===== config.mk =====
export PLATFORM = sky130hd
export DESIGN_NAME = best_fit_partition_allocator_flat
export DESIGN_NICKNAME = d
export VERILOG_FILES = /design/src/rtl/bfpa_pkg.sv /design/src/rtl/bfpa_if.sv /design/src/rtl/best_fit_partition_allocator.sv /design/src/flat_wrapper.sv
export VERILOG_INCLUDE_DIRS = /design/src /design/src/rtl
export SDC_FILE = /design/constraint.sdc
export NUM_CORES = 1
export LEC_CHECK = 0
export ABC_AREA = 0
export BUFFER_PORTS_ARGS = -buffer_cell sky130_fd_sc_hd__buf_2
export CORE_ASPECT_RATIO = 0.8
export CORE_MARGIN = 2
export CORE_UTILIZATION = 65
export DETAILED_ROUTE_END_ITERATION = 6
export PLACE_DENSITY = 0.83
export SYNTH_ARGS = -nofsm -noshare
export SYNTH_HDL_FRONTEND = slang
export SYNTH_SLANG_ARGS = --single-unit

===== constraint.sdc =====
create_clock -name clock -period 8.61 [get_ports clock]
set_clock_uncertainty 0.1 [all_clocks]
set_input_delay 0 -clock clock [delete_from_list [all_inputs] [get_ports clock]]
set_output_delay 0 -clock clock [all_outputs]
set_load 0.02 [all_outputs]

===== src/rtl/assert_macros.svh =====
// Assertion macros shared by the allocator RTL.
// Depends on nothing; files that assert take it by include.
`ifndef ASSERT_MACROS_SVH
`define ASSERT_MACROS_SVH
`ifndef SYNTHESIS
`define BFPA_ASSERT(label, clk, rst, prop, msg) \
   label: assert property (@(posedge clk) disable iff (rst) prop) else $error(msg);
`define BFPA_NEVER(label, clk, rst, expr, msg) \
   label: assert property (@(posedge clk) disable iff (rst) !(expr)) else $error(msg);
`else
`define BFPA_ASSERT(label, clk, rst, prop, msg)
`define BFPA_NEVER(label, clk, rst, expr, msg)
`endif
`endif


===== src/rtl/bfpa_pkg.sv =====
// Package of the best-fit partition allocator: sizes, control word types
// and the microcode program. Depends on nothing.
`timescale 1ns / 1ps

package bfpa_pkg;

   localparam int MAX_PARTITIONS = 16;
   localparam int SIZE_BITS      = 16;
   localparam int IDX_BITS       = $clog2(MAX_PARTITIONS);
   localparam int COUNT_BITS     = 5;
   localparam int STEP_BITS      = 3;

   localparam logic [COUNT_BITS-1:0] COUNT_RESET = COUNT_BITS'(16);
   localparam logic [COUNT_BITS-1:0] COUNT_MAX   = COUNT_BITS'(MAX_PARTITIONS);
   localparam logic [IDX_BITS-1:0]   LAST_INDEX  = IDX_BITS'(MAX_PARTITIONS - 1);

   // Input mode codes.
   localparam logic MODE_LOAD  = 1'b0;
   localparam logic MODE_ALLOC = 1'b1;

   typedef logic [STEP_BITS-1:0] step_type;

   // Microcode step addresses.
   localparam step_type STEP_FETCH  = 3'd0;
   localparam step_type STEP_PRIME  = 3'd1;
   localparam step_type STEP_SCAN   = 3'd2;
   localparam step_type STEP_DECIDE = 3'd3;
   localparam step_type STEP_GRANT  = 3'd4;
   localparam step_type STEP_NOFIT  = 3'd5;
   localparam step_type STEP_LOAD   = 3'd6;

   // Sequencer branch conditions.
   typedef enum logic [2:0] {
      COND_NEXT     = 3'd0,
      COND_WAIT_REQ = 3'd1,
      COND_LOOP     = 3'd2,
      COND_NOFIT    = 3'd3,
      COND_ALWAYS   = 3'd4
   } cond_type;

   // Memory write selections.
   typedef enum logic [1:0] {
      WR_NONE  = 2'd0,
      WR_LOAD  = 2'd1,
      WR_ALLOC = 2'd2
   } wr_sel_type;

   // Result register selections.
   typedef enum logic [1:0] {
      OUT_NONE  = 2'd0,
      OUT_LOAD  = 2'd1,
      OUT_GRANT = 2'd2,
      OUT_NOFIT = 2'd3
   } out_sel_type;

   // One control word of the program.
   typedef struct packed {
      logic        req_ready;
      logic        rd_en;
      logic        cmp_en;
      wr_sel_type  wr_sel;
      out_sel_type out_sel;
      cond_type    cond;
      step_type    target;
   } ctl_type;

   // The program: fetch, then either a load or prime one read, scan all partitions, decide and commit.
   function automatic ctl_type ucode_rom(input step_type step);
      ctl_type word;
      word = '{req_ready: 1'b0, rd_en: 1'b0, cmp_en: 1'b0, wr_sel: WR_NONE,
               out_sel: OUT_NONE, cond: COND_ALWAYS, target: STEP_FETCH};
      case (step)
         STEP_FETCH: begin
            word.req_ready = 1'b1;
            word.cond      = COND_WAIT_REQ;
            word.target    = STEP_LOAD;
         end
         STEP_PRIME: begin
            word.rd_en = 1'b1;
            word.cond  = COND_NEXT;
         end
         STEP_SCAN: begin
            word.rd_en  = 1'b1;
            word.cmp_en = 1'b1;
            word.cond   = COND_LOOP;
            word.target = STEP_SCAN;
         end
         STEP_DECIDE: begin
            word.cond   = COND_NOFIT;
            word.target = STEP_NOFIT;
         end
         STEP_GRANT: begin
            word.wr_sel  = WR_ALLOC;
            word.out_sel = OUT_GRANT;
         end
         STEP_NOFIT: begin
            word.out_sel = OUT_NOFIT;
         end
         STEP_LOAD: begin
            word.wr_sel  = WR_LOAD;
            word.out_sel = OUT_LOAD;
         end
         default: begin
            word.cond = COND_ALWAYS;
         end
      endcase
      return word;
   endfunction

endpackage


===== src/rtl/bfpa_if.sv =====
// Channel interfaces of the allocator: request, response and register write.
// Depends on bfpa_pkg.
`timescale 1ns / 1ps

interface bfpa_req_if import bfpa_pkg::*; ();
   logic                 valid;
   logic                 ready;
   logic                 mode;
   logic [IDX_BITS-1:0]  partition_index;
   logic [SIZE_BITS-1:0] amount;
   modport source (output valid, mode, partition_index, amount, input ready);
   modport sink (input valid, mode, partition_index, amount, output ready);
endinterface

interface bfpa_rsp_if import bfpa_pkg::*; ();
   logic                 valid;
   logic                 ready;
   logic                 granted;
   logic [IDX_BITS-1:0]  chosen_index;
   logic [SIZE_BITS-1:0] space_left;
   modport source (output valid, granted, chosen_index, space_left, input ready);
   modport sink (input valid, granted, chosen_index, space_left, output ready);
endinterface

interface bfpa_csr_if import bfpa_pkg::*; ();
   logic                  valid;
   logic                  ready;
   logic [COUNT_BITS-1:0] partition_count;
   modport source (output valid, partition_count, input ready);
   modport sink (input valid, partition_count, output ready);
endinterface


===== src/rtl/best_fit_partition_allocator.sv =====
// Top level of the best-fit partition allocator: microcoded sequencer,
// remaining-space memory and result register. Depends on bfpa_pkg, bfpa_if
// and assert_macros.svh.
// A load goes from the fetch step through the load step, which writes the
// memory and registers its result. An allocate runs one primed read, a scan
// of all 16 partitions of the remaining-space memory at one read per cycle,
// a decision and a commit step. Synchronous active-high reset clears the
// step counter, valid bits, marks and result valid and sets partition_count
// to 16; space entries that are not valid read as zero.
`timescale 1ns / 1ps
`include "assert_macros.svh"

module best_fit_partition_allocator import bfpa_pkg::*; (
   input  logic clock,
   input  logic reset,
   bfpa_req_if.sink   req_bus,
   bfpa_rsp_if.source rsp_bus,
   bfpa_csr_if.sink   csr_bus
);

   step_type              pc_ff, pc_in;
   ctl_type               ctl;
   logic                  stall;
   logic                  req_accept;

   logic [COUNT_BITS-1:0] count_ff;
   logic [COUNT_BITS-1:0] limit_ff;
   logic [IDX_BITS-1:0]   load_idx_ff;
   logic [SIZE_BITS-1:0]  amount_ff;

   logic [IDX_BITS-1:0]   scan_idx_ff;
   logic [IDX_BITS-1:0]   rd_addr_ff;
   logic [SIZE_BITS-1:0]  rd_data_ff;
   logic                  rd_valid_ff;
   logic                  found_ff;
   logic [IDX_BITS-1:0]   best_idx_ff;
   logic [SIZE_BITS-1:0]  best_space_ff;

   logic [SIZE_BITS-1:0]  space_mem [MAX_PARTITIONS];
   logic [MAX_PARTITIONS-1:0] space_valid_ff;
   logic [MAX_PARTITIONS-1:0] alloc_mark_ff;

   logic                  wr_en;
   logic [IDX_BITS-1:0]   wr_addr;
   logic [SIZE_BITS-1:0]  wr_data;

   logic [SIZE_BITS-1:0]  cand_space;
   logic                  cand_take;
   logic [SIZE_BITS-1:0]  alloc_left;

   logic                  rsp_valid_ff;
   logic                  rsp_granted_ff;
   logic [IDX_BITS-1:0]   rsp_index_ff;
   logic [SIZE_BITS-1:0]  rsp_space_ff;

   // Decode the current control word.
   assign ctl        = ucode_rom(pc_ff);
   assign stall      = (ctl.out_sel != OUT_NONE) && rsp_valid_ff && !rsp_bus.ready;
   assign req_accept = req_bus.valid && req_bus.ready;
   assign req_bus.ready = ctl.req_ready;

   // Register write port is always ready.
   assign csr_bus.ready = 1'b1;

   always_ff @(posedge clock) begin
      if (reset) begin
         count_ff <= COUNT_RESET;
      end else if (csr_bus.valid) begin
         count_ff <= csr_bus.partition_count;
      end
   end

   // Step counter with conditional jumps.
   always_comb begin
      pc_in = pc_ff;
      case (ctl.cond)
         COND_NEXT: begin
            pc_in = pc_ff + step_type'(1);
         end
         COND_WAIT_REQ: begin
            if (req_accept) begin
               pc_in = (req_bus.mode == MODE_LOAD) ? ctl.target : pc_ff + step_type'(1);
            end
         end
         COND_LOOP: begin
            pc_in = (rd_addr_ff != LAST_INDEX) ? ctl.target : pc_ff + step_type'(1);
         end
         COND_NOFIT: begin
            pc_in = !found_ff ? ctl.target : pc_ff + step_type'(1);
         end
         COND_ALWAYS: begin
            pc_in = ctl.target;
         end
         default: begin
            pc_in = STEP_FETCH;
         end
      endcase
      if (stall) begin
         pc_in = pc_ff;
      end
   end

   always_ff @(posedge clock) begin
      if (reset) begin
         pc_ff <= STEP_FETCH;
      end else begin
         pc_ff <= pc_in;
      end
   end

   // Capture the request and clamp the search limit.
   always_ff @(posedge clock) begin
      if (req_accept) begin
         load_idx_ff <= req_bus.partition_index;
         amount_ff   <= req_bus.amount;
         limit_ff    <= (count_ff > COUNT_MAX) ? COUNT_MAX : count_ff;
      end
   end

   // Scan read address walks the partitions one per cycle.
   always_ff @(posedge clock) begin
      if (req_accept) begin
         scan_idx_ff <= '0;
      end else if (ctl.rd_en) begin
         scan_idx_ff <= scan_idx_ff + IDX_BITS'(1);
      end
   end

   // Best-fit compare on the registered read data.
   assign cand_space = rd_valid_ff ? rd_data_ff : '0;
   assign cand_take  = ({1'b0, rd_addr_ff} < limit_ff) && (amount_ff <= cand_space)
                       && (!found_ff || (cand_space < best_space_ff));

   always_ff @(posedge clock) begin
      if (req_accept) begin
         found_ff <= 1'b0;
      end else if (ctl.cmp_en && cand_take) begin
         found_ff <= 1'b1;
      end
   end

   always_ff @(posedge clock) begin
      if (ctl.cmp_en && cand_take) begin
         best_idx_ff   <= rd_addr_ff;
         best_space_ff <= cand_space;
      end
   end

   // Write port selection for loads and granted allocations.
   assign alloc_left = best_space_ff - amount_ff;
   always_comb begin
      wr_en   = 1'b0;
      wr_addr = load_idx_ff;
      wr_data = amount_ff;
      case (ctl.wr_sel)
         WR_LOAD: begin
            wr_en = !stall;
         end
         WR_ALLOC: begin
            wr_en   = !stall;
            wr_addr = best_idx_ff;
            wr_data = alloc_left;
         end
         default: begin
            wr_en = 1'b0;
         end
      endcase
   end

   // Remaining-space memory with registered read.
   always_ff @(posedge clock) begin
      if (wr_en) begin
         space_mem[wr_addr] <= wr_data;
      end
      if (ctl.rd_en) begin
         rd_data_ff <= space_mem[scan_idx_ff];
         rd_addr_ff <= scan_idx_ff;
      end
   end

   // Valid bits stand in for the all-zero reset of the memory.
   always_ff @(posedge clock) begin
      if (reset) begin
         space_valid_ff <= '0;
         rd_valid_ff    <= 1'b0;
      end else begin
         if (wr_en) begin
            space_valid_ff[wr_addr] <= 1'b1;
         end
         if (ctl.rd_en) begin
            rd_valid_ff <= space_valid_ff[scan_idx_ff];
         end
      end
   end

   // Allocated marks: a load frees the partition, a grant marks it.
   always_ff @(posedge clock) begin
      if (reset) begin
         alloc_mark_ff <= '0;
      end else if (wr_en) begin
         alloc_mark_ff[wr_addr] <= (ctl.wr_sel == WR_ALLOC);
      end
   end

   // Result register.
   always_ff @(posedge clock) begin
      if (reset) begin
         rsp_valid_ff <= 1'b0;
      end else if ((ctl.out_sel != OUT_NONE) && !stall) begin
         rsp_valid_ff <= 1'b1;
      end else if (rsp_bus.ready) begin
         rsp_valid_ff <= 1'b0;
      end
   end

   always_ff @(posedge clock) begin
      if (!stall) begin
         case (ctl.out_sel)
            OUT_LOAD: begin
               rsp_granted_ff <= 1'b1;
               rsp_index_ff   <= load_idx_ff;
               rsp_space_ff   <= amount_ff;
            end
            OUT_GRANT: begin
               rsp_granted_ff <= 1'b1;
               rsp_index_ff   <= best_idx_ff;
               rsp_space_ff   <= alloc_left;
            end
            OUT_NOFIT: begin
               rsp_granted_ff <= 1'b0;
               rsp_index_ff   <= '0;
               rsp_space_ff   <= '0;
            end
            default: begin
               rsp_granted_ff <= rsp_granted_ff;
            end
         endcase
      end
   end

   assign rsp_bus.valid        = rsp_valid_ff;
   assign rsp_bus.granted      = rsp_granted_ff;
   assign rsp_bus.chosen_index = rsp_index_ff;
   assign rsp_bus.space_left   = rsp_space_ff;

   // A new result appears only after a step that produces one.
   `BFPA_ASSERT(a_rsp_from_step, clock, reset, $rose(rsp_valid_ff) |-> $past(ctl.out_sel != OUT_NONE), "response raised outside an output step")
   // A committed grant leaves its partition marked allocated.
   `BFPA_ASSERT(a_grant_marks, clock, reset, (ctl.wr_sel == WR_ALLOC && !stall) |=> alloc_mark_ff[$past(best_idx_ff)], "granted partition not marked")
   // A grant never takes more space than the chosen partition holds.
   `BFPA_NEVER(a_grant_fits, clock, reset, (pc_ff == STEP_GRANT) && (amount_ff > best_space_ff), "grant exceeds remaining space")

endmodule


===== src/flat_wrapper.sv =====
// flat-port wrapper written by rule: the top's interface ports become plain ports
module best_fit_partition_allocator_flat import bfpa_pkg::*;
  (clock, reset, req_bus_valid, req_bus_mode, req_bus_partition_index, req_bus_amount, req_bus_ready, rsp_bus_valid, rsp_bus_granted, rsp_bus_chosen_index, rsp_bus_space_left, rsp_bus_ready, csr_bus_valid, csr_bus_partition_count, csr_bus_ready);
  bfpa_req_if req_bus_i ();
  bfpa_rsp_if rsp_bus_i ();
  bfpa_csr_if csr_bus_i ();
  input  logic clock;
  input  logic reset;
  input wire logic [$bits(req_bus_i.valid)-1:0] req_bus_valid;
  input wire logic [$bits(req_bus_i.mode)-1:0] req_bus_mode;
  input wire logic [$bits(req_bus_i.partition_index)-1:0] req_bus_partition_index;
  input wire logic [$bits(req_bus_i.amount)-1:0] req_bus_amount;
  output wire logic [$bits(req_bus_i.ready)-1:0] req_bus_ready;
  output wire logic [$bits(rsp_bus_i.valid)-1:0] rsp_bus_valid;
  output wire logic [$bits(rsp_bus_i.granted)-1:0] rsp_bus_granted;
  output wire logic [$bits(rsp_bus_i.chosen_index)-1:0] rsp_bus_chosen_index;
  output wire logic [$bits(rsp_bus_i.space_left)-1:0] rsp_bus_space_left;
  input wire logic [$bits(rsp_bus_i.ready)-1:0] rsp_bus_ready;
  input wire logic [$bits(csr_bus_i.valid)-1:0] csr_bus_valid;
  input wire logic [$bits(csr_bus_i.partition_count)-1:0] csr_bus_partition_count;
  output wire logic [$bits(csr_bus_i.ready)-1:0] csr_bus_ready;
  assign req_bus_i.valid = req_bus_valid;
  assign req_bus_i.mode = req_bus_mode;
  assign req_bus_i.partition_index = req_bus_partition_index;
  assign req_bus_i.amount = req_bus_amount;
  assign req_bus_ready = req_bus_i.ready;
  assign rsp_bus_valid = rsp_bus_i.valid;
  assign rsp_bus_granted = rsp_bus_i.granted;
  assign rsp_bus_chosen_index = rsp_bus_i.chosen_index;
  assign rsp_bus_space_left = rsp_bus_i.space_left;
  assign rsp_bus_i.ready = rsp_bus_ready;
  assign csr_bus_i.valid = csr_bus_valid;
  assign csr_bus_i.partition_count = csr_bus_partition_count;
  assign csr_bus_ready = csr_bus_i.ready;
  best_fit_partition_allocator u_core (.clock(clock), .reset(reset), .req_bus(req_bus_i), .rsp_bus(rsp_bus_i), .csr_bus(csr_bus_i));
endmodule

==> flow_metrics.env <==
export IMPL_initial_core_util_pct=66.0
export IMPL_rsz0062_at_grt="false"
export IMPL_cpMaxStageDelayCell="dfxtp_1"
export IMPL_yosys_warnings=0
export IMPL_antenna_found_initial=0
export IMPL_grt_pass1_wl_um=55800
export IMPL_ys_async_sr_fraction_pct=0
export IMPL_clkTransAtPathRegs_ns=0.06
export IMPL_peakVddDrop_mv=0.276
export IMPL_yosys_cell_types_count=66
export IMPL_hold_end="u_core.amount_ff[7]$_DFFE_PP_"
export IMPL_drive_above_1_share_pct=21.8
export IMPL_crit_chain="nand2_1, ha_1, nand4_1, or3_1, o22a_1, a221o_1, a211oi_2, buf_4"
export IMPL_min_period_over_period_pct=44.7
export IMPL_die_h_um=144
export IMPL_syn_avg_cell_area_um2=16.7
export IMPL_synth_area_top_cells="edfxtp_1, mux4_2, ha_1"
export IMPL_cts_tree="built"
export IMPL_ys_seq_area_share_pct=67.9
export IMPL_synth_seq_cells=373
export IMPL_layout_min_cycle_time_ns=3.85
export IMPL_synth_common_cells="edfxtp_1, mux4_2, inv_1"
export IMPL_area_delta_synth_final_pct=13.9
export IMPL_hold_path_depth=2
export IMPL_synth_fp_nets=1044
export IMPL_cts_htree_levels=2
export IMPL_hold_start="req_bus_amount[7]"
export IMPL_clock_sinks=373
export IMPL_hold_class="in2reg"
export IMPL_viasPerCell=6.56
export IMPL_slew_violations=0
export IMPL_core_area_um2=24300
export IMPL_maxCapViolCount=0
export IMPL_p_switching_mw=1.67
export IMPL_fmaxAchievable_ghz=0.260
export IMPL_track_usage_pct=29.3
export IMPL_share_comb_of_total_power_pct=26.9
export IMPL_fin_util_pct=75.1
export IMPL_cp_num_buf_inv=1
export IMPL_worst_r2r_path_depth=8
export IMPL_nets=1165
export IMPL_routed_wl_um=37700
export IMPL_gr_total_overflow=0
export IMPL_dp_hpwl_um=21700
export IMPL_syn_instance_count=959
export IMPL_first_pass_iters=5
export IMPL_whs_ns=0.106
export IMPL_port_buffers=53
export IMPL_worstSetupStartpointType="register"
export IMPL_worst_pin_slew_ns=1.25
export IMPL_tns_ns=0
export IMPL_num_vias=9344
export IMPL_cts_buffer_depth=3
export IMPL_leakage_nw=6.57
export IMPL_synth_top_area_cell="edfxtp_1"
export IMPL_wire_per_inst_um=26.4
export IMPL_drc=0
export IMPL_cts_resized=0
export IMPL_netlist_area_leader_share_pct=64.0
export IMPL_io_pins=55
export IMPL_final_hold_violation_count=0
export IMPL_worstSetupPathType="reg2reg"
export IMPL_synth_most_common_cell="edfxtp_1"
export IMPL_worstSetupPathDepth=8
export IMPL_synth_area_um2=16000
export IMPL_reg2reg_to="u_core.best_space_ff[9]$_DFFE_PP_"
export IMPL_first_global_vias=9476
export IMPL_synth_edff_count=342
export IMPL_critical_path_arrival_ns=3.95
export IMPL_relSlewSlack_pct=16.3
export IMPL_critical_path_required_ns=8.71
export IMPL_n_antenna_cell=0
export IMPL_cts_buffers=36
export IMPL_rrSetupSlack_ns=4.76
export IMPL_setup_violations=0
export IMPL_die_area_um2=25900
export IMPL_seqPwrFrac_pct=45.4
export IMPL_crit_family="compound AO/OA/AOI/OAI gates"
export IMPL_fp_dieW_um=180
export IMPL_drt_iter0_markers=1351
export IMPL_netSwitchingFraction_pct=30.4
export IMPL_status="finished, final reports clean"
export IMPL_row_count=51
export IMPL_clk_latency_ns=0.52
export IMPL_cp_max_fo=20
export IMPL_end_kind="register"
export IMPL_internal_power_mw=3.82
export IMPL_max_stage_delay_ns=0.81
export IMPL_power_density_nw_per_um2=301
export IMPL_grt_max_degree=73
export IMPL_ant_nets=0
export IMPL_gp_congestion=0.920
export IMPL_ys_flop_type="edfxtp_1"
export IMPL_timing_rr_start="u_core.rd_valid_ff$_SDFFE_PP0P_"
export IMPL_cts_root_buf="clkbuf_16"
export IMPL_pwr_share_clk_pct=27.7
-- sequential cells by signal, summed over array words and instances (netlist names), 3 cells and up --
register	count
u_core.space_valid_ff	16
u_core.amount_ff	16
u_core.rsp_bus.chosen_index	4
u_core.best_idx_ff	4
u_core.load_idx_ff	4
u_core.best_space_ff	16
u_core.rd_addr_ff	4
u_core.scan_idx_ff	4
u_core.space_mem	256
u_core.rd_data_ff	16
u_core.limit_ff	5
u_core.rsp_bus.space_left	16
u_core.count_ff	5
u_core.pc_ff	3
-- worst register-to-register path, delay by kind of cell (launching register included) --
kind	cells	cell delay (ns)
AO/OA/AOI/OAI	3	1.19
flip-flops	1	0.81
buffers and inverters	1	0.33
AND/OR/NAND/NOR	3	0.75
adder cells (fa/ha/maj)	1	0.37
-- cell families (layout without fill, tap and decap cells) --
kind of cell | count (synthesis) | after routing | synth area share (%)
fa+ha+maj | 55 | 55 | 4.32
flops | 373 | 373 | 67.9
xor+xnor | 15 | 15 | 0.819
simple gates | 156 | 156 | 4.52
buf+inv | 103 | 250 | 2.77
compound gates | 156 | 156 | 6.69
other cells | 1 | 1 | 0.0234
mux | 100 | 100 | 12.9
-- final cells by class --
class | count | area, um2
fill | 1320 | 6050
multi-input combinational | 483 | 4720
timing repair buffer | 123 | 891
clock inverter | 11 | 113
inverter | 63 | 236
clock buffer | 53 | 1010
tap | 318 | 398
sequential | 373 | 10900
-- layer usage --
| metal | vias to the layer above | part of all wire, % | track usage (%) |
|---|---|---|---|
| li1 | 3998 | - | - |
| met2 | 545 | 49 | 49.2 |
| met5 | - | 0 | 0 |
| met3 | 79 | 9.4 | 5.89 |
| met4 | 0 | 2.8 | 8.39 |
| met1 | 4722 | 38 | 39.9 |
-- layout by cell type, fill, tap and decap left out, types with 8 or more instances in the layout --
cell type        n
o21a_1           8
dfxtp_1         29
nor2b_1          8
inv_1           63
a21o_1          14
mux4_2          85
clkbuf_1        14
nor2_1          51
dlygate4sd3_1   40
clkbuf_16       37
ha_1            53
a22o_1          16
edfxtp_1       342
a21oi_1         43
xnor2_1          8
buf_2           53
nand3_1         11
nand2_1         44
o21ai_0         22
buf_4           30
-- power groups by stage --
stage | Sequential [mW] | Combinational, mW | Clock [mW]
floorplan | 2.48 | 1.03 | 0
global placement | 2.52 | 1.36 | 0
detailed placement | 2.52 | 1.41 | 0
CTS | 2.49 | 1.46 | 1.53
global route | 2.51 | 1.59 | 1.61
finish | 2.49 | 1.48 | 1.52
-- worst max path at each step --
stage | start | end | slack, ns
5_1_grt | u_core.rd_valid_ff$_SDFFE_PP0P_ | u_core.best_space_ff[9]$_DFFE_PP_ | 4.55
4_1_cts | u_core.rd_valid_ff$_SDFFE_PP0P_ | u_core.best_space_ff[9]$_DFFE_PP_ | 4.80
3_3_place_gp | u_core.rd_valid_ff$_SDFFE_PP0P_ | u_core.best_space_ff[11]$_DFFE_PP_ | 5.06
3_5_place_dp | u_core.rd_valid_ff$_SDFFE_PP0P_ | u_core.best_space_ff[9]$_DFFE_PP_ | 4.82
2_1_floorplan | u_core.rd_valid_ff$_SDFFE_PP0P_ | u_core.best_idx_ff[0]$_DFFE_PP_ | 4.44
6_report | u_core.rd_valid_ff$_SDFFE_PP0P_ | u_core.best_space_ff[9]$_DFFE_PP_ | 4.76
-- stage by stage --
stage	power [mW]	std cells	worst slack (ns)	area (um2)
final	5.49	1424	4.76	18300
after global routing	5.70	1424	4.55	18300
after CTS	5.48	1424	4.80	18300
after detailed placement	3.94	1320	4.82	16700
after global placement	3.88	1320	5.06	16700
after floorplan	3.51	959	4.44	16000
-- timing repair --
item                      in CTS  in global routing
buffers inserted               0                  0
hold buffers                  40                  0
hold endpoints to repair      46                  0
Note: power is estimated with default switching activity, not from simulation.
